`src/rtl/tlv8_pkg.sv`:
```
// ----------------------------------------------------------------------------
// tlv8_pkg
// shared types and codes for the tlv8 stream parser
// ----------------------------------------------------------------------------
package tlv8_pkg;

  // parser phase codes
  localparam logic [1:0] PH_TAG = 2'd0;
  localparam logic [1:0] PH_LEN = 2'd1;
  localparam logic [1:0] PH_PAY = 2'd2;

  // classification of one stream byte
  typedef enum logic [1:0] {
    KIND_TAG = 2'd0,
    KIND_LEN = 2'd1,
    KIND_PAY = 2'd2
  } kind_e;

  typedef struct packed {
    logic [7:0] data_byte;
    logic       fresh_list;
    logic       chunk_last;
  } item_t;

  typedef struct packed {
    kind_e       byte_kind;
    logic [7:0]  record_tag;
    logic [7:0]  payload_byte;
    logic        new_record;
    logic [15:0] payload_offset;
    logic        fragment_done;
    logic [1:0]  phase_after;
    logic        chunk_end;
  } result_t;

endpackage

```
`src/rtl/tlv8_in_if.sv`:
```
// ----------------------------------------------------------------------------
// tlv8_in_if
// byte stream channel into the parser
// ----------------------------------------------------------------------------
interface tlv8_in_if;
  logic       valid;
  logic       ready;
  logic [7:0] data_byte;
  logic       fresh_list;
  logic       chunk_last;

  modport source (output valid, output data_byte, output fresh_list, output chunk_last,
                  input ready);
  modport sink   (input valid, input data_byte, input fresh_list, input chunk_last,
                  output ready);
endinterface

```
`src/rtl/tlv8_out_if.sv`:
```
// ----------------------------------------------------------------------------
// tlv8_out_if
// per-byte decode result channel out of the parser
// ----------------------------------------------------------------------------
interface tlv8_out_if;
  logic        valid;
  logic        ready;
  logic [1:0]  byte_kind;
  logic [7:0]  record_tag;
  logic [7:0]  payload_byte;
  logic        new_record;
  logic [15:0] payload_offset;
  logic        fragment_done;
  logic [1:0]  phase_after;
  logic        chunk_end;

  modport source (output valid, output byte_kind, output record_tag, output payload_byte,
                  output new_record, output payload_offset, output fragment_done,
                  output phase_after, output chunk_end, input ready);
  modport sink   (input valid, input byte_kind, input record_tag, input payload_byte,
                  input new_record, input payload_offset, input fragment_done,
                  input phase_after, input chunk_end, output ready);
endinterface

```
`src/rtl/tlv8_decode.sv`:
```
// ----------------------------------------------------------------------------
// tlv8_decode
// phase tracker and per-byte classification, state updated on each advance
// ----------------------------------------------------------------------------
module tlv8_decode #(
  parameter int OFFSET_WIDTH = 16
) (
  input  logic              clk_i,
  input  logic              rst_ni,
  input  logic              advance_i,
  input  tlv8_pkg::item_t   item_i,
  output tlv8_pkg::result_t res_o
);

  logic [1:0]              phase_q, phase_d;
  logic [7:0]              tag_q, tag_d;
  logic                    have_q, have_d;
  logic [7:0]              left_q, left_d;
  logic [OFFSET_WIDTH-1:0] offset_q, offset_d;

  // state as seen by this byte, after an optional list restart
  logic [1:0]              ph_eff;
  logic [7:0]              tag_eff;
  logic                    have_eff;
  logic [7:0]              left_eff;
  logic [OFFSET_WIDTH-1:0] offset_eff;
  logic [15:0]             offset_clamped;
  logic [7:0]              left_dec;

  assign ph_eff     = item_i.fresh_list ? tlv8_pkg::PH_TAG : phase_q;
  assign tag_eff    = item_i.fresh_list ? 8'd0 : tag_q;
  assign have_eff   = item_i.fresh_list ? 1'b0 : have_q;
  assign left_eff   = item_i.fresh_list ? 8'd0 : left_q;
  assign offset_eff = item_i.fresh_list ? '0 : offset_q;
  assign left_dec   = left_eff - 8'd1;

  generate
    if (OFFSET_WIDTH > 16) begin : g_clamp
      assign offset_clamped = (|offset_eff[OFFSET_WIDTH-1:16]) ? 16'hFFFF
                                                               : offset_eff[15:0];
    end else begin : g_extend
      assign offset_clamped = 16'(offset_eff);
    end
  endgenerate

  always_comb begin
    phase_d  = ph_eff;
    tag_d    = tag_eff;
    have_d   = have_eff;
    left_d   = left_eff;
    offset_d = offset_eff;

    res_o                = '0;
    res_o.byte_kind      = tlv8_pkg::KIND_TAG;
    res_o.chunk_end      = item_i.chunk_last;

    case (ph_eff)
      tlv8_pkg::PH_LEN: begin
        res_o.byte_kind  = tlv8_pkg::KIND_LEN;
        res_o.record_tag = tag_eff;
        left_d           = item_i.data_byte;
        if (item_i.data_byte == 8'd0) begin
          res_o.fragment_done = 1'b1;
          phase_d             = tlv8_pkg::PH_TAG;
        end else begin
          phase_d = tlv8_pkg::PH_PAY;
        end
      end
      tlv8_pkg::PH_PAY: begin
        res_o.byte_kind      = tlv8_pkg::KIND_PAY;
        res_o.record_tag     = tag_eff;
        res_o.payload_byte   = item_i.data_byte;
        res_o.payload_offset = offset_clamped;
        if (!(&offset_eff)) begin
          offset_d = offset_eff + OFFSET_WIDTH'(1);
        end
        left_d = left_dec;
        if (left_dec == 8'd0) begin
          res_o.fragment_done = 1'b1;
          phase_d             = tlv8_pkg::PH_TAG;
        end
      end
      default: begin
        // expect tag, also covers the unused phase code
        res_o.record_tag = item_i.data_byte;
        if (!have_eff || (tag_eff != item_i.data_byte)) begin
          res_o.new_record = 1'b1;
          offset_d         = '0;
        end
        tag_d   = item_i.data_byte;
        have_d  = 1'b1;
        phase_d = tlv8_pkg::PH_LEN;
      end
    endcase

    res_o.phase_after = phase_d;
  end

  always_ff @(posedge clk_i or negedge rst_ni) begin
    if (!rst_ni) begin
      phase_q  <= tlv8_pkg::PH_TAG;
      tag_q    <= 8'd0;
      have_q   <= 1'b0;
      left_q   <= 8'd0;
      offset_q <= '0;
    end else if (advance_i) begin
      phase_q  <= phase_d;
      tag_q    <= tag_d;
      have_q   <= have_d;
      left_q   <= left_d;
      offset_q <= offset_d;
    end
  end

  // a tag byte always leaves the parser waiting for a length
  a_tag_then_len: assert property (@(posedge clk_i) disable iff (!rst_ni)
    advance_i && (res_o.byte_kind == tlv8_pkg::KIND_TAG) |=> phase_q == tlv8_pkg::PH_LEN)
    else $error("tag byte did not move phase to length");

  // a finished fragment always returns to expect tag
  a_done_to_tag: assert property (@(posedge clk_i) disable iff (!rst_ni)
    advance_i && res_o.fragment_done |-> res_o.phase_after == tlv8_pkg::PH_TAG)
    else $error("fragment done without return to tag phase");

  // payload bytes step the record offset until it saturates
  a_offset_step: assert property (@(posedge clk_i) disable iff (!rst_ni)
    advance_i && !item_i.fresh_list && (phase_q == tlv8_pkg::PH_PAY) && !(&offset_q)
    |=> offset_q == $past(offset_q) + OFFSET_WIDTH'(1))
    else $error("record offset did not advance on payload byte");

endmodule

```
`src/rtl/tlv8_stream_parser_unit.sv`:
```
// path: an input transfer loads the input register, is decoded, then loads the result register
// throughput: one byte per cycle, sustained while the result side keeps taking transfers
// the input register frees itself in the same cycle the result register is loaded
// reset: rst_ni asynchronous active low, clears both valid flags and the parser state
// after reset the parser expects a tag byte with no previous record
// ----------------------------------------------------------------------------
// tlv8_stream_parser_unit
// byte-serial tlv8 stream parser: classifies each byte as tag, length or payload,
// merges fragments of equal tag and tracks the payload offset within a record
// ----------------------------------------------------------------------------
module tlv8_stream_parser_unit #(
  parameter int OFFSET_WIDTH = 16
) (
  input  logic        clk_i,
  input  logic        rst_ni,
  tlv8_in_if.sink     in_i,
  tlv8_out_if.source  out_o
);

  // input register
  logic              in_valid_q;
  tlv8_pkg::item_t   in_q;

  // result register
  logic              out_valid_q;
  tlv8_pkg::result_t res_q;
  tlv8_pkg::result_t res_d;

  // byte moves from the input register into the result register
  logic              advance;

  assign advance    = in_valid_q && (!out_valid_q || out_o.ready);
  // take a new transfer whenever the input register is empty or draining
  assign in_i.ready = !in_valid_q || advance;

  always_ff @(posedge clk_i or negedge rst_ni) begin
    if (!rst_ni) begin
      in_valid_q <= 1'b0;
    end else if (in_i.ready) begin
      in_valid_q <= in_i.valid;
    end
  end

  // payload needs no reset, only loaded on a transfer
  always_ff @(posedge clk_i) begin
    if (in_i.valid && in_i.ready) begin
      in_q.data_byte  <= in_i.data_byte;
      in_q.fresh_list <= in_i.fresh_list;
      in_q.chunk_last <= in_i.chunk_last;
    end
  end

  // phase tracking and classification between the two registers
  tlv8_decode #(
    .OFFSET_WIDTH (OFFSET_WIDTH)
  ) u_decode (
    .clk_i     (clk_i),
    .rst_ni    (rst_ni),
    .advance_i (advance),
    .item_i    (in_q),
    .res_o     (res_d)
  );

  always_ff @(posedge clk_i or negedge rst_ni) begin
    if (!rst_ni) begin
      out_valid_q <= 1'b0;
    end else if (advance) begin
      out_valid_q <= 1'b1;
    end else if (out_o.ready) begin
      out_valid_q <= 1'b0;
    end
  end

  always_ff @(posedge clk_i) begin
    if (advance) begin
      res_q <= res_d;
    end
  end

  // result channel driven straight from the result register
  assign out_o.valid          = out_valid_q;
  assign out_o.byte_kind      = res_q.byte_kind;
  assign out_o.record_tag     = res_q.record_tag;
  assign out_o.payload_byte   = res_q.payload_byte;
  assign out_o.new_record     = res_q.new_record;
  assign out_o.payload_offset = res_q.payload_offset;
  assign out_o.fragment_done  = res_q.fragment_done;
  assign out_o.phase_after    = res_q.phase_after;
  assign out_o.chunk_end      = res_q.chunk_end;

  // a held byte must not be overwritten while the result side stalls
  a_in_hold: assert property (@(posedge clk_i) disable iff (!rst_ni)
    in_valid_q && !advance |=> in_valid_q && $stable(in_q))
    else $error("input register lost a pending byte");

  // every advance leaves a valid result behind
  a_advance_fills: assert property (@(posedge clk_i) disable iff (!rst_ni)
    advance |=> out_valid_q)
    else $error("result register not filled after advance");

  // a stalled result keeps its payload
  a_res_hold: assert property (@(posedge clk_i) disable iff (!rst_ni)
    out_valid_q && !out_o.ready |=> out_valid_q && $stable(res_q))
    else $error("stalled result changed");

endmodule
```
`src/flat_wrapper.sv`:
```
// flat-port wrapper written by rule: the top's interface ports become plain ports
module tlv8_stream_parser_unit_flat 
#(
  parameter int OFFSET_WIDTH = 16
)
  (clk_i, rst_ni, in_i_valid, in_i_data_byte, in_i_fresh_list, in_i_chunk_last, in_i_ready, out_o_valid, out_o_byte_kind, out_o_record_tag, out_o_payload_byte, out_o_new_record, out_o_payload_offset, out_o_fragment_done, out_o_phase_after, out_o_chunk_end, out_o_ready);
  tlv8_in_if in_i_i ();
  tlv8_out_if out_o_i ();
  input  logic clk_i;
  input  logic rst_ni;
  input wire logic [$bits(in_i_i.valid)-1:0] in_i_valid;
  input wire logic [$bits(in_i_i.data_byte)-1:0] in_i_data_byte;
  input wire logic [$bits(in_i_i.fresh_list)-1:0] in_i_fresh_list;
  input wire logic [$bits(in_i_i.chunk_last)-1:0] in_i_chunk_last;
  output wire logic [$bits(in_i_i.ready)-1:0] in_i_ready;
  output wire logic [$bits(out_o_i.valid)-1:0] out_o_valid;
  output wire logic [$bits(out_o_i.byte_kind)-1:0] out_o_byte_kind;
  output wire logic [$bits(out_o_i.record_tag)-1:0] out_o_record_tag;
  output wire logic [$bits(out_o_i.payload_byte)-1:0] out_o_payload_byte;
  output wire logic [$bits(out_o_i.new_record)-1:0] out_o_new_record;
  output wire logic [$bits(out_o_i.payload_offset)-1:0] out_o_payload_offset;
  output wire logic [$bits(out_o_i.fragment_done)-1:0] out_o_fragment_done;
  output wire logic [$bits(out_o_i.phase_after)-1:0] out_o_phase_after;
  output wire logic [$bits(out_o_i.chunk_end)-1:0] out_o_chunk_end;
  input wire logic [$bits(out_o_i.ready)-1:0] out_o_ready;
  assign in_i_i.valid = in_i_valid;
  assign in_i_i.data_byte = in_i_data_byte;
  assign in_i_i.fresh_list = in_i_fresh_list;
  assign in_i_i.chunk_last = in_i_chunk_last;
  assign in_i_ready = in_i_i.ready;
  assign out_o_valid = out_o_i.valid;
  assign out_o_byte_kind = out_o_i.byte_kind;
  assign out_o_record_tag = out_o_i.record_tag;
  assign out_o_payload_byte = out_o_i.payload_byte;
  assign out_o_new_record = out_o_i.new_record;
  assign out_o_payload_offset = out_o_i.payload_offset;
  assign out_o_fragment_done = out_o_i.fragment_done;
  assign out_o_phase_after = out_o_i.phase_after;
  assign out_o_chunk_end = out_o_i.chunk_end;
  assign out_o_i.ready = out_o_ready;
  tlv8_stream_parser_unit #(.OFFSET_WIDTH(OFFSET_WIDTH)) u_core (.clk_i(clk_i), .rst_ni(rst_ni), .in_i(in_i_i), .out_o(out_o_i));
endmodule
```
`config.mk`:
```
export PLATFORM = sky130hd
export DESIGN_NAME = tlv8_stream_parser_unit_flat
export DESIGN_NICKNAME = d
export VERILOG_FILES = /design/src/rtl/tlv8_pkg.sv /design/src/rtl/tlv8_in_if.sv /design/src/rtl/tlv8_out_if.sv /design/src/rtl/tlv8_decode.sv /design/src/rtl/tlv8_stream_parser_unit.sv /design/src/flat_wrapper.sv
export SDC_FILE = /design/constraint.sdc
export NUM_CORES = 1
export LEC_CHECK = 0
export BUFFER_PORTS_ARGS = -buffer_cell sky130_fd_sc_hd__buf_2
export CAP_MARGIN = 20
export CELL_PAD_IN_SITES_DETAIL_PLACEMENT = 2
export CELL_PAD_IN_SITES_GLOBAL_PLACEMENT = 2
export CORE_ASPECT_RATIO = 1.5
export CORE_UTILIZATION = 41
export CTS_BUF_LIST = sky130_fd_sc_hd__clkbuf_8 sky130_fd_sc_hd__clkbuf_16
export DETAILED_ROUTE_END_ITERATION = 10
export PLACE_DENSITY = 0.95
export SLEW_MARGIN = 20
export SYNTH_ARGS = -nofsm -noshare
export SYNTH_HDL_FRONTEND = slang
export SYNTH_SLANG_ARGS = --single-unit
export TNS_END_PERCENT = 1
```
`constraint.sdc`:
```
create_clock -name clk_i -period 6.9 [get_ports clk_i]
set_input_delay 0 -clock clk_i [delete_from_list [all_inputs] [get_ports clk_i]]
set_output_delay 0 -clock clk_i [all_outputs]
set_load 0.1 [all_outputs]
```
=== Word-level counts from Yosys, hierarchy flattened ===
Index checks and enable logic that the tools add are counted.

* Logic and storage cells: 57
* Input bits: 14
* Output and inout bits: 41
* Flip-flop bits (word level): 86

* Reduce and logical (&&, ||, !) cells: 13
* Add/sub/neg operators: 2
* Muxes and demuxes: 21
* Equal/unequal tests: 3

{| class="wikitable"
|+ Operators with widths
! kind !! number
|-
| 16-bit 2-to-1 mux || 3
|-
| 16-bit one-hot mux with 2 select lines || 1
|-
| 8-bit 2-to-1 mux || 3
|-
| 16-bit by 1-bit adder with 16-bit output, second input constant || 1
|-
| 8-bit logical NOT || 2
|-
| 8-bit one-hot mux with 2 select lines || 1
|-
| 16-bit AND reduction || 1
|-
| 8-bit inequality test || 1
|-
| 2-bit one-hot mux with 2 select lines || 2
|-
| 8-bit by 1-bit subtractor with 8-bit output, second input constant || 1
|-
| 1-bit 2-to-1 mux || 7
|-
| 2-bit 2-to-1 mux || 3
|-
| 1-bit logical NOT || 3
|-
| 1-bit logical OR || 3
|-
| 2-bit by 1-bit equality test with 1-bit output, second input constant || 1
|-
| 2-bit equality test, second input constant || 1
|-
| 1-bit logical AND || 2
|-
| 1-bit one-hot mux with 2 select lines || 1
|-
| 2-bit nonzero test || 1
|-
| 2-bit OR reduction || 1
|}

=== Depth between registers and ports, before layout ===
Gate-level depths: netlist of run 1.

* Word-level depth: 5
* Gate-level depth with buffers: 13
* Mapped depth without buffers: 11

=== Hierarchy ===
Synthesis of run 1 repeated with hierarchy kept, for this count alone.

* Cell total of the unflattened synthesis: 399
* Area, all modules: 4384.2 µm²

{| class="wikitable"
|+ By module, submodules not included
! module !! times used !! cells an instance !! seq. area each (µm²) !! area each (µm²)
|-
| tlv8_decode || 1 || 342 || 875.8 || 2808.9
|-
| tlv8_stream_parser_unit || 1 || 57 || 1521.5 || 1575.3
|}

=== Worst setup path before layout of run 1 ===
Ideal clock, no wire load.

* Path type: register to register
* From: reg u_core.out_valid_q, in the netlist u_core.out_o.valid
* To: reg u_core.u_decode.tag_q[5]
* Path buffers: 1
* Setup time: 0.127 ns
* Stages on the path, launching flop included: 6
* Path slack: 3.757 ns
* Clock period less this slack: 3.143 ns
* Arrival time: 3.016 ns
* Required time: 6.773 ns
* Cell sequence: dfrtp_1 -> or2b_2 -> nand2_1 -> inv_2 -> buf_1 -> mux2_2

* Longest elaborated chain between the ends: 3

{| class="wikitable"
|+ Ends and longest elaborated chain
! what !! line !! RTL
|-
| from (decl) || tlv8_stream_parser_unit.sv:25 || <nowiki>logic out_valid_q;</nowiki>
|-
| from (signal assigned) || tlv8_stream_parser_unit.sv:66 || <nowiki>out_valid_q <= 1'b0;</nowiki>
|-
| from (signal assigned) || tlv8_stream_parser_unit.sv:68 || <nowiki>out_valid_q <= 1'b1;</nowiki>
|-
| from (signal assigned) || tlv8_stream_parser_unit.sv:70 || <nowiki>out_valid_q <= 1'b0;</nowiki>
|-
| 1-bit logical NOT || tlv8_stream_parser_unit.sv:32 || <nowiki>assign advance = in_valid_q && (!out_valid_q || out_o.ready);</nowiki>
|-
| 1-bit logical OR || tlv8_stream_parser_unit.sv:32 ||
|-
| 1-bit logical AND || tlv8_stream_parser_unit.sv:32 ||
|-
| net u_core.advance || tlv8_stream_parser_unit.sv:30 || <nowiki>logic advance;</nowiki>
|-
| to (signal assigned) || tlv8_decode.sv:108 || <nowiki>tag_q <= tag_d;</nowiki>
|-
| to (decl) || tlv8_decode.sv:16 || <nowiki>logic [7:0] tag_q, tag_d;</nowiki>
|}

The timed path passes the listed nets, and every way through them passes these cells.
A chain may end at the register's enable or synchronous reset.

=== Final worst setup path of run 1 ===
* From: reg u_core.in_q[1] (netlist name)
* To: reg u_core.u_decode.offset_q[7]

* Longest elaborated chain between the ends: 5
* Elaborated cells on any way between the ends: 14
* Those cells by class: add/sub (1); eq/ne (3); mux (7); reduce/logical (3)

{| class="wikitable"
|+ Ends and longest elaborated chain
! what !! line !! RTL
|-
| from (decl) || tlv8_stream_parser_unit.sv:22 || <nowiki>tlv8_pkg::item_t in_q;</nowiki>
|-
| parallel branches: the longest is 4 deep, another holds 16-bit by 1-bit adder with 16-bit output || - ||
|-
| 16-bit one-hot mux with 2 select lines * || tlv8_decode.sv:57 || <nowiki>case (ph_eff)</nowiki>
|-
| to (signal assigned) || tlv8_decode.sv:111 || <nowiki>offset_q <= offset_d;</nowiki>
|-
| to (decl) || tlv8_decode.sv:19 || <nowiki>logic [OFFSET_WIDTH-1:0] offset_q, offset_d;</nowiki>
|}

Mark *: on every way between the ends.

==> results.sh, run 1 <==
export IMPL_drt_wirelength_per_cell_um=25.43
export IMPL_drt_iter0_drc=242
export IMPL_grt_pass1_vias=4376
export IMPL_worst_slew_pin_slew_ns=1.069
export IMPL_synthCells=419
export IMPL_dp_hpwl_um=10120
export IMPL_num_rows=46
export IMPL_cts_root_buf="clkbuf_16"
export IMPL_relSlewSlack_pct=28.73
export IMPL_power_density_mw_per_mm2=318.8
export IMPL_grt_max_degree=57
export IMPL_die_w_um=86.81
export IMPL_synth_top_area_share_pct=33.27
export IMPL_antenna_found_initial=0
export IMPL_status="finished clean"
export IMPL_placed_area_sq_mm=0.004802
export IMPL_drt_pass1_iterations=4
export IMPL_die_h_um=129.2
export IMPL_core_area_sq_mm=0.01053
export IMPL_grt_total_usage_pct=30.39
export IMPL_cts_tree="built"
export IMPL_synth_cell_area_sq_mm=0.004423
export IMPL_synthFlopType="edfxtp_1"
export IMPL_synth_common_cells="nand2_1, edfxtp_1, dfrtp_1"
export IMPL_setup_violations_final=0
export IMPL_synth_warnings=0
export IMPL_numPortBuffers=54
export IMPL_ys_seq_area_share_pct=54.20
export IMPL_fin_hold_ws_ns=0.3533
export IMPL_period_share_pct=57.05
export IMPL_finalMaxSlewViolations=0
export IMPL_drtAntennaViolNets=0
export IMPL_period_needed_ns=3.936
export IMPL_ys_ff_latch=86
export IMPL_dieArea_sq_mm=0.01122
export IMPL_worst_slack_ns=2.964
export IMPL_synth_most_common_cell="nand2_1"
export IMPL_cp_end_kind="register"
export IMPL_dp_slack_ns=3.221
export IMPL_start_kind="register"
export IMPL_viasPerCell=6.175
export IMPL_via_count=3872
export IMPL_overflow=0
export IMPL_path_clk_slew_ns=0.07
export IMPL_gp_congestion=0.9018
export IMPL_synthToLayoutAreaGrowth_pct=19.49
export IMPL_final_cell_area_sq_mm=0.005285
export IMPL_ioPinCount=55
export IMPL_rsz0062_at_grt="false"
export IMPL_tns_ns=0
export IMPL_drcViolationCount=0
export IMPL_clock_skew_ns=0.009518
export IMPL_htree_levels=3
export IMPL_synth_area_per_cell_sq_um=10.56
export IMPL_routed_wl_um=15950
export IMPL_hold_viol=0
export IMPL_synthTopCellsByArea="edfxtp_1, dfrtp_1, nand2_1"
export IMPL_power_leakage_nw=2.071
export IMPL_clock_latency_ns=0.35
export IMPL_fmax_ghz=0.2540
export IMPL_cts_buffers=9
export IMPL_nets=497
export IMPL_cts_resized=0
export IMPL_start_util_pct=41.99
export IMPL_hp_class="input port to async pin"
export IMPL_synth_distinct_cells=74
export IMPL_synth_net_count=438
export IMPL_synth_edf_count=49
export IMPL_drive_gt1_share_pct=20.50
export IMPL_diodes=0
export IMPL_cts_sinks=86
export IMPL_critPathKind="register to register"
export IMPL_arrival_ns=4.16
export IMPL_crit_required_ns=7.12
export IMPL_cts_path_max_buffers=2
export IMPL_synth_top_cell_by_area="edfxtp_1"
export IMPL_cap_violations=0
export IMPL_grt_pass1_wl_um=24880
export IMPL_path_max_fanout=34
export IMPL_ir_drop_mv=0.1523
export IMPL_synthArstFlopShare_pct=43.02
-- report_power, final --
| part | internal, mW | leakage (nW) | switching (mW) |
|---|---|---|---|
| Sequential | 0.607 | 0.963 | 0.0608 |
| Clock | 0.360 | 0.173 | 0.226 |
| Combinational | 0.104 | 0.935 | 0.327 |
| Total | 1.07 | 2.07 | 0.614 |
-- sequential cells by signal, summed over array words and instances (netlist names) --
name and count:
u_core.u_decode.tag_q 8, u_core.in_q 10, u_core.out_o.new_record 1, u_core.out_o.payload_byte 8, u_core.out_o.chunk_end 1, u_core.out_o.valid 1, u_core.u_decode.offset_q 16, u_core.u_decode.left_q 8
u_core.out_o.phase_after 2, u_core.out_o.byte_kind 2, u_core.u_decode.phase_q 2, u_core.out_o.payload_offset 16, u_core.in_valid_q 1, u_core.u_decode.have_q 1, u_core.out_o.fragment_done 1, u_core.out_o.record_tag 8
-- path summary, 6_finish.rpt --
path	cells after the start	end	slack, ns	startpoint
max	11	u_core.u_decode.offset_q[7]	2.96	u_core.in_q[1]
min	2	u_core.u_decode.offset_q[9]	0.35	rst_ni
min in group clk_i	2	u_core.in_q[6]	0.38	in_i_data_byte[4]
max in group asynchronous	2	u_core.u_decode.tag_q[5]	5.94	rst_ni
min reg2reg	0	u_core.out_o.chunk_end	0.43	u_core.in_q[0]
max reg2reg	11	u_core.u_decode.offset_q[7]	2.96	u_core.in_q[1]
-- worst max-delay path: stages, from the launching register on --
cell and delay (ns):
edfxtp_1 0.37, buf_4 0.26, clkinv_1 0.09, buf_4 0.32
nand2_1 0.15, ha_1 1.02, inv_1 0.35, a41oi_1 0.42
a31oi_1 0.17, inv_1 0.35, o31ai_1 0.12, o2bb2ai_1 0.17
-- per-stage QoR --
| stage | utilization (%) | instances | total power, mW |
|---|---|---|---|
| floorplan | - | 419 | 0.9791 |
| global placement | 45.59 | 598 | 1.053 |
| detailed placement | 45.59 | 598 | 1.087 |
| CTS | 50.18 | 627 | 1.686 |
| global route | 50.18 | 627 | 1.737 |
| finish | 50.18 | 627 | 1.685 |
-- final cells by class --
| type | instances | area, sq um |
|---|---|---|
| fill | 1083 | 5248 |
| sequential | 86 | 2397 |
| multi-input combinational | 296 | 1868 |
| timing repair buffer | 72 | 437.9 |
| clock buffer | 9 | 225.2 |
| tap | 144 | 180.2 |
| clock inverter | 7 | 127.6 |
| inverter | 13 | 48.80 |
-- cell usage in the layout (no fill, tap or decap), types with 11 or more instances in the layout --
cell type | netlist | layout
nand2_1 | 62 | 62
buf_2 | 2 | 54
dlygate4sd3_1 | 0 | 13
nor2_1 | 22 | 22
o21ai_0 | 27 | 27
edfxtp_1 | 49 | 49
and2_1 | 18 | 18
dfrtp_1 | 37 | 37
inv_1 | 11 | 11
a21oi_1 | 11 | 11
-- routing by layer --
| metal | wire length, um | global-route usage [%] |
|---|---|---|
| met2 | 8672 | 54.10 |
| met3 | 677 | 6.497 |
| met1 | 5620 | 31.56 |
| met5 | 0 | 0 |
| met4 | 974 | 20.78 |
-- cells by family (layout without fill, tap and decap cells) --
group | count (synthesis) | in the layout | synth area share [%]
AO/OA/AOI/OAI | 101 | 101 | 16.04
buffers and inverters | 37 | 101 | 3.564
XOR/XNOR | 13 | 13 | 2.574
AND/OR/NAND/NOR | 167 | 167 | 19.69
flip-flops | 86 | 86 | 54.20
adder cells (fa/ha/maj) | 5 | 5 | 1.414
multiplexers | 10 | 10 | 2.518
-- what timing repair did --
action	CTS	global route
endpoints found under the hold margin	49	0
setup buffers	0	0
hold buffers	13	0
Note: power is estimated with default switching activity, not from simulation.
==> inputs of run 2 (changes only) <==
--- a/config.mk
+++ b/config.mk
@@ -10,10 +10,10 @@
 export CELL_PAD_IN_SITES_DETAIL_PLACEMENT = 2
 export CELL_PAD_IN_SITES_GLOBAL_PLACEMENT = 2
 export CORE_ASPECT_RATIO = 1.5
-export CORE_UTILIZATION = 41
+export CORE_UTILIZATION = 34
 export CTS_BUF_LIST = sky130_fd_sc_hd__clkbuf_8 sky130_fd_sc_hd__clkbuf_16
 export DETAILED_ROUTE_END_ITERATION = 10
-export PLACE_DENSITY = 0.95
+export PLACE_DENSITY = 0.86
 export SLEW_MARGIN = 20
 export SYNTH_ARGS = -nofsm -noshare
 export SYNTH_HDL_FRONTEND = slang
==> constraint.sdc (replaced) <==
create_clock -name clk_i -period 3.4 [get_ports clk_i]
set_input_delay 0 -clock clk_i [delete_from_list [all_inputs] [get_ports clk_i]]
set_output_delay 0 -clock clk_i [all_outputs]
set_load 0.1 [all_outputs]
==> run 2 against run 1 <==
Clock skew down 0.00058 ns. Clock-buffer cell count unchanged. Sequential share of layout area down 0.19 points. Routed wire length down 3.0%. Worst hold slack better by 0.0013 ns. Sequential cell count unchanged. Clock power up 71%. Worst setup slack worse by 2.7 ns. Combinational power up 100%. Register-to-register slack worse by 2.7 ns. Critical path depth down 3. Die area up 20%. Critical path type unchanged. Largest cell class unchanged.
==> results.sh, run 2 (synthesis gave the netlist of run 1 again) <==
export IMPL_worst_slew_pin_slew_ns=0.9679
export IMPL_numPortBuffers=54
export IMPL_hold_viol=0
export IMPL_antenna_found_initial=0
export IMPL_drcViolationCount=0
export IMPL_diodes=0
export IMPL_cts_tree="built"
export IMPL_crit_chain="nor2b_2 > ha_1 > nand4_1 > or4b_1 > nor2_4 > mux2_1 > a221oi_1 > a211oi_1"
export IMPL_dr_wl_met2_um=8683
export IMPL_drt_pass1_iterations=4
export IMPL_die_h_um=141.7
export IMPL_drt_wirelength_per_cell_um=23.95
export IMPL_clock_skew_ns=0.008937
export IMPL_nets=505
export IMPL_cts_path_max_buffers=2
export IMPL_start_util_pct=35.17
export IMPL_cts_buffers=9
export IMPL_period_needed_ns=3.179
export IMPL_power_density_mw_per_mm2=609.3
export IMPL_drt_met1_wl_um=5472
export IMPL_synthToLayoutAreaGrowth_pct=20.00
export IMPL_setup_violations_final=0
export IMPL_cts_sinks=86
export IMPL_num_rows=50
export IMPL_crit_required_ns=3.60
export IMPL_fill_cells=1311
export IMPL_viasPerCell=5.796
export IMPL_status="finished clean"
export IMPL_crit_family="simple AND/OR/NAND/NOR gates"
export IMPL_gp_congestion=0.8610
export IMPL_path_max_fanout=10
export IMPL_clock_latency_ns=0.35
export IMPL_cp_startpoint="u_core.in_q[1]"
export IMPL_cp_end_kind="register"
export IMPL_route_met3_wl_um=512
export IMPL_total_power_mw=3.234
export IMPL_grt_pass1_wl_um=24060
export IMPL_overflow=0
export IMPL_routed_wl_um=15470
export IMPL_path_buf_inv=0
export IMPL_via_count=3744
export IMPL_grt_total_usage_pct=24.45
export IMPL_path_clk_slew_ns=0.07
export IMPL_mostFrequentLayoutCell="nand2_1"
export IMPL_timing_rr_start="u_core.in_q[1]"
export IMPL_finalMaxSlewViolations=0
export IMPL_die_w_um=95.13
export IMPL_grt_max_degree=50
export IMPL_cts_root_buf="clkbuf_16"
export IMPL_period_share_pct=93.51
export IMPL_critPathKind="register to register"
export IMPL_core_area_sq_mm=0.01257
export IMPL_cap_violations=0
export IMPL_drive_gt1_share_pct=21.63
export IMPL_crit_path_top_delay_cell="or4b_1"
export IMPL_drt_iter0_drc=168
export IMPL_top_layer="met4"
export IMPL_ioPinCount=55
export IMPL_drtAntennaViolNets=0
export IMPL_htree_levels=3
export IMPL_rsz0062_at_grt="false"
export IMPL_tns_ns=0
export IMPL_fmax_ghz=0.3145
export IMPL_dp_hpwl_um=10070
export IMPL_cpPeakStageDelay_ns=0.75
export IMPL_dp_slack_ns=0.1843
export IMPL_arrival_ns=3.37
export IMPL_cts_setup_buffers=0
export IMPL_hp_class="input port to async pin"
export IMPL_final_cell_mix="nand2_1, buf_2, edfxtp_1"
export IMPL_start_kind="register"
export IMPL_power_leakage_nw=2.071
export IMPL_relSlewSlack_pct=35.48
export IMPL_grt_pass1_vias=4241
export IMPL_ir_drop_mv=0.2884
export IMPL_dieArea_sq_mm=0.01348
export IMPL_worst_slack_ns=0.2206
## run 2: through the flow
stage	util (%)	cell area [sq um]	cells	hold WS, ns
2_1_floorplan	-	4423	419	-0.2956
3_3_place_gp	38.73	4870	617	0.1779
3_5_place_dp	38.73	4870	617	0.1783
4_1_cts	42.19	5305	646	0.3512
5_1_grt	42.21	5308	646	0.3863
6_report	42.21	5308	646	0.3545
## run 2: cell type report
class / count / area (sq um) / share of cell area, %
Sequential cell: 86 / 2397 / 45.17
Multi-Input combinational cell: 296 / 1871 / 35.24
Timing Repair Buffer: 80 / 500.5 / 9.430
Clock buffer: 9 / 225.2 / 4.243
Tap cell: 156 / 195.2 / 3.678
Clock inverter: 6 / 70.07 / 1.320
Inverter: 13 / 48.80 / 0.9194
## run 2: power by group
part | internal [mW] | switching [mW] | total (mW)
Clock | 0.570 | 0.433 | 1.00
Combinational | 0.221 | 0.655 | 0.876
Sequential | 1.23 | 0.121 | 1.35
## run 2: final timing paths
| check | end | slack, ns | depth (start not counted) |
|---|---|---|---|
| max in group asynchronous | u_core.out_o.valid | 2.45 | 2 |
| worst max-delay path | u_core.u_decode.offset_q[0] | 0.22 | 8 |
| worst min register to register | u_core.out_o.chunk_end | 0.45 | 0 |
| min in group clk_i | u_core.in_q[9] | 0.36 | 2 |
| worst max register to register | u_core.u_decode.offset_q[0] | 0.22 | 8 |
| worst min-delay path | u_core.u_decode.offset_q[4] | 0.35 | 2 |
## run 2: metal layers
layer / vias up / track usage [%]
met2: 93 / 45.75
met5: - / 0
li1: 1674 / -
met1: 1929 / 24.75
met3: 48 / 3.805
met4: 0 / 14.19
## run 2: what timing repair did
item,in CTS,in global routing
hold buffers,14,0
endpoints found under the setup margin,0,1
gates resized for setup,0,1
endpoints found under the hold margin,49,0
==> inputs of run 3 (changes only) <==
--- a/config.mk
+++ b/config.mk
@@ -10,12 +10,13 @@
 export CELL_PAD_IN_SITES_DETAIL_PLACEMENT = 2
 export CELL_PAD_IN_SITES_GLOBAL_PLACEMENT = 2
 export CORE_ASPECT_RATIO = 1.5
-export CORE_UTILIZATION = 34
+export CORE_UTILIZATION = 41
 export CTS_BUF_LIST = sky130_fd_sc_hd__clkbuf_8 sky130_fd_sc_hd__clkbuf_16
 export DETAILED_ROUTE_END_ITERATION = 10
-export PLACE_DENSITY = 0.86
+export PLACE_DENSITY = 0.95
 export SLEW_MARGIN = 20
 export SYNTH_ARGS = -nofsm -noshare
 export SYNTH_HDL_FRONTEND = slang
+export SYNTH_HIERARCHICAL = 1
 export SYNTH_SLANG_ARGS = --single-unit
 export TNS_END_PERCENT = 1
==> constraint.sdc (replaced) <==
create_clock -name clk_i -period 3.86 [get_ports clk_i]
set_input_delay 0 -clock clk_i [delete_from_list [all_inputs] [get_ports clk_i]]
set_output_delay 0 -clock clk_i [all_outputs]
set_load 0.1 [all_outputs]
==> run 3 against run 2 <==
Cell area down 1.7%. Fmax up 0.87%. Sequential share of layout area rose by 0.80 points. Largest cell class unchanged. Worst setup slack gained 0.49 ns. Clock power fell by 14%. Global-route usage grew 5.1 points. Sequential cell count did not move.
==> results.sh, run 3 <==
export IMPL_status="finished clean"
export IMPL_fin_hold_ws_ns=0.3553
export IMPL_critPathKind="register to register"
export IMPL_synth_common_cells="edfxtp_1, nand2_1, dfrtp_1"
export IMPL_postCtsHoldBufs=14
export IMPL_synth_warnings=6
export IMPL_synth_top_cell_by_area="edfxtp_1"
export IMPL_fin_util_pct=50.89
export IMPL_cts_setup_buffers=0
export IMPL_synth_cell_area_sq_mm=0.004384
export IMPL_rsz0062_at_grt="false"
export IMPL_period_share_pct=81.66
export IMPL_gp_congestion=0.8690
export IMPL_seqPwrFrac_pct=39.0
export IMPL_post_place_cells=581
export IMPL_drt_iter0_drc=257
export IMPL_power_report_internal_total_mw=1.921
export IMPL_crit_family="simple AND/OR/NAND/NOR gates"
export IMPL_total_power_mw=3.246
export IMPL_clock_skew_ns=0.007909
export IMPL_tns_ns=0
export IMPL_worst_slack_ns=0.7080
export IMPL_path_clk_slew_ns=0.06
export IMPL_synth_distinct_cells=67
export IMPL_grt_pass1_vias=4224
export IMPL_synth_most_common_cell="edfxtp_1"
export IMPL_mostFrequentLayoutCell="buf_2"
export IMPL_grt_pass1_wl_um=23860
export IMPL_crit_required_ns=4.12
export IMPL_hold_viol=0
export IMPL_synth_area_per_cell_sq_um=10.99
export IMPL_cpPeakStageDelay_ns=0.71
export IMPL_relSlewSlack_pct=35.09
export IMPL_grt_total_usage_pct=29.54
export IMPL_final_cell_mix="buf_2, edfxtp_1, nand2_1"
export IMPL_num_rows=45
export IMPL_power_leakage_nw=2.105
export IMPL_fill_cells=1054
export IMPL_cts_sinks=86
export IMPL_routed_wl_um=15390
export IMPL_cts_resized=0
export IMPL_ys_ff_latch=86
export IMPL_p_switching_mw=1.325
export IMPL_antenna_found_initial=0
export IMPL_diodes=0
export IMPL_finalMaxSlewViolations=0
export IMPL_start_util_pct=42.78
export IMPL_ioPinCount=55
export IMPL_cts_buffers=9
export IMPL_synth_net_count=418
export IMPL_htree_levels=3
export IMPL_cts_root_buf="clkbuf_16"
export IMPL_dp_hpwl_um=9781
export IMPL_period_needed_ns=3.152
export IMPL_grt_max_degree=64
export IMPL_core_area_sq_mm=0.01025
export IMPL_synthCells=399
export IMPL_drcViolationCount=0
export IMPL_fmax_ghz=0.3173
export IMPL_stdcell_count=611
export IMPL_worst_slew_pin_slew_ns=0.9736
export IMPL_switching_share_pct=40.81
export IMPL_viasPerCell=6.124
export IMPL_cp_end_kind="register"
export IMPL_die_h_um=128.7
export IMPL_drt_wirelength_per_cell_um=25.18
export IMPL_synth_edf_count=49
export IMPL_clock_power_share_pct=26.4
export IMPL_placed_area_sq_mm=0.004792
export IMPL_via_count=3742
export IMPL_overflow=0
export IMPL_path_buf_inv=1
export IMPL_nets=484
export IMPL_arrival_ns=3.41
export IMPL_ys_seq_area_share_pct=54.68
export IMPL_die_w_um=86.43
export IMPL_drt_pass1_iterations=4
export IMPL_dp_slack_ns=0.8230
export IMPL_synth_top_area_share_pct=33.56
export IMPL_crit_path_top_delay_cell="nor2_1"
export IMPL_clock_latency_ns=0.35
export IMPL_cap_violations=0
export IMPL_synthToLayoutAreaGrowth_pct=18.95
export IMPL_path_max_fanout=25
export IMPL_drtAntennaViolNets=0
export IMPL_power_density_mw_per_mm2=622.4
export IMPL_hp_class="input port to async pin"
export IMPL_ir_drop_mv=0.3055
export IMPL_crit_chain="buf_4 > nor2b_1 > ha_1 > nor2_1 > nand2_1 > nand2_1 > nor2_1 > o211ai_1"
export IMPL_combPwrFrac_pct=34.6
export IMPL_dieArea_sq_mm=0.01112
export IMPL_cts_path_max_buffers=2
export IMPL_drive_gt1_share_pct=21.91
export IMPL_synthFlopType="edfxtp_1"
export IMPL_cts_tree="built"
export IMPL_setup_violations_final=0
export IMPL_synthTopCellsByArea="edfxtp_1, dfrtp_1, nand2_1"
export IMPL_final_cell_area_sq_mm=0.005215
export IMPL_synthArstFlopShare_pct=43.02
export IMPL_start_kind="register"
export IMPL_numPortBuffers=54
## run 3: cell types whose count changed in the layout (fill, tap and decap cells not counted), sizes merged, moves of 4 or more
cell / delta
xor2: -4
and2: -7
inv: +5
a22o: +5
o21ai: -5
buf: -5
clkinv: +6
nand2: -23
## run 3: cell families after synthesis
| family | synth area share, % |
|---|---|
| flip-flops | 54.68 |
| adder cells (fa/ha/maj) | 1.427 |
| AND/OR/NAND/NOR | 18.09 |
| XOR/XNOR | 2.569 |
| multiplexers | 2.768 |
| buffers and inverters | 3.824 |
| AO/OA/AOI/OAI | 16.64 |
## run 3: power by group through the flow
stage	Combinational (mW)	Clock (mW)	Sequential, mW
6_report	1.12	0.857	1.26
3_3_place_gp	1.02	0	1.25
3_5_place_dp	1.07	0	1.27
5_1_grt	1.18	0.894	1.28
2_1_floorplan	0.505	0	1.55
4_1_cts	1.10	0.854	1.26
## run 3: worst paths after layout
kind                              startpoint                          end  slack (ns)  depth (start not counted)
max                           u_core/in_q[1]  u_core/u_decode/offset_q[5]        0.71                          8
max reg2reg                   u_core/in_q[1]  u_core/u_decode/offset_q[5]        0.71                          8
min in group clk_i         in_i_data_byte[2]               u_core/in_q[4]        0.37                          2
max in group asynchronous             rst_ni  u_core/u_decode/offset_q[0]        2.91                          2
min                                   rst_ni    u_core/u_decode/left_q[0]        0.36                          2
min reg2reg                   u_core/in_q[0]       u_core/out_o.chunk_end        0.43                          0
## run 3: routing by layer
metal | vias to the layer above | part of all wire (%) | global-route usage [%]
met5 | - | 0 | 0
met4 | 0 | 5.1 | 19.31
met3 | 61 | 4.1 | 5.260
met2 | 131 | 55 | 53.83
met1 | 1933 | 36 | 30.70
li1 | 1617 | - | -
## run 3: area by class of cell
| class | instances | area, sq um | area share, % |
|---|---|---|---|
| timing repair buffer | 75 | 462.9 | 8.877 |
| multi-input combinational | 273 | 1821 | 34.91 |
| sequential | 86 | 2397 | 45.97 |
| tap | 141 | 176.4 | 3.383 |
| inverter | 20 | 75.07 | 1.440 |
| clock buffer | 9 | 225.2 | 4.319 |
| clock inverter | 7 | 57.56 | 1.104 |
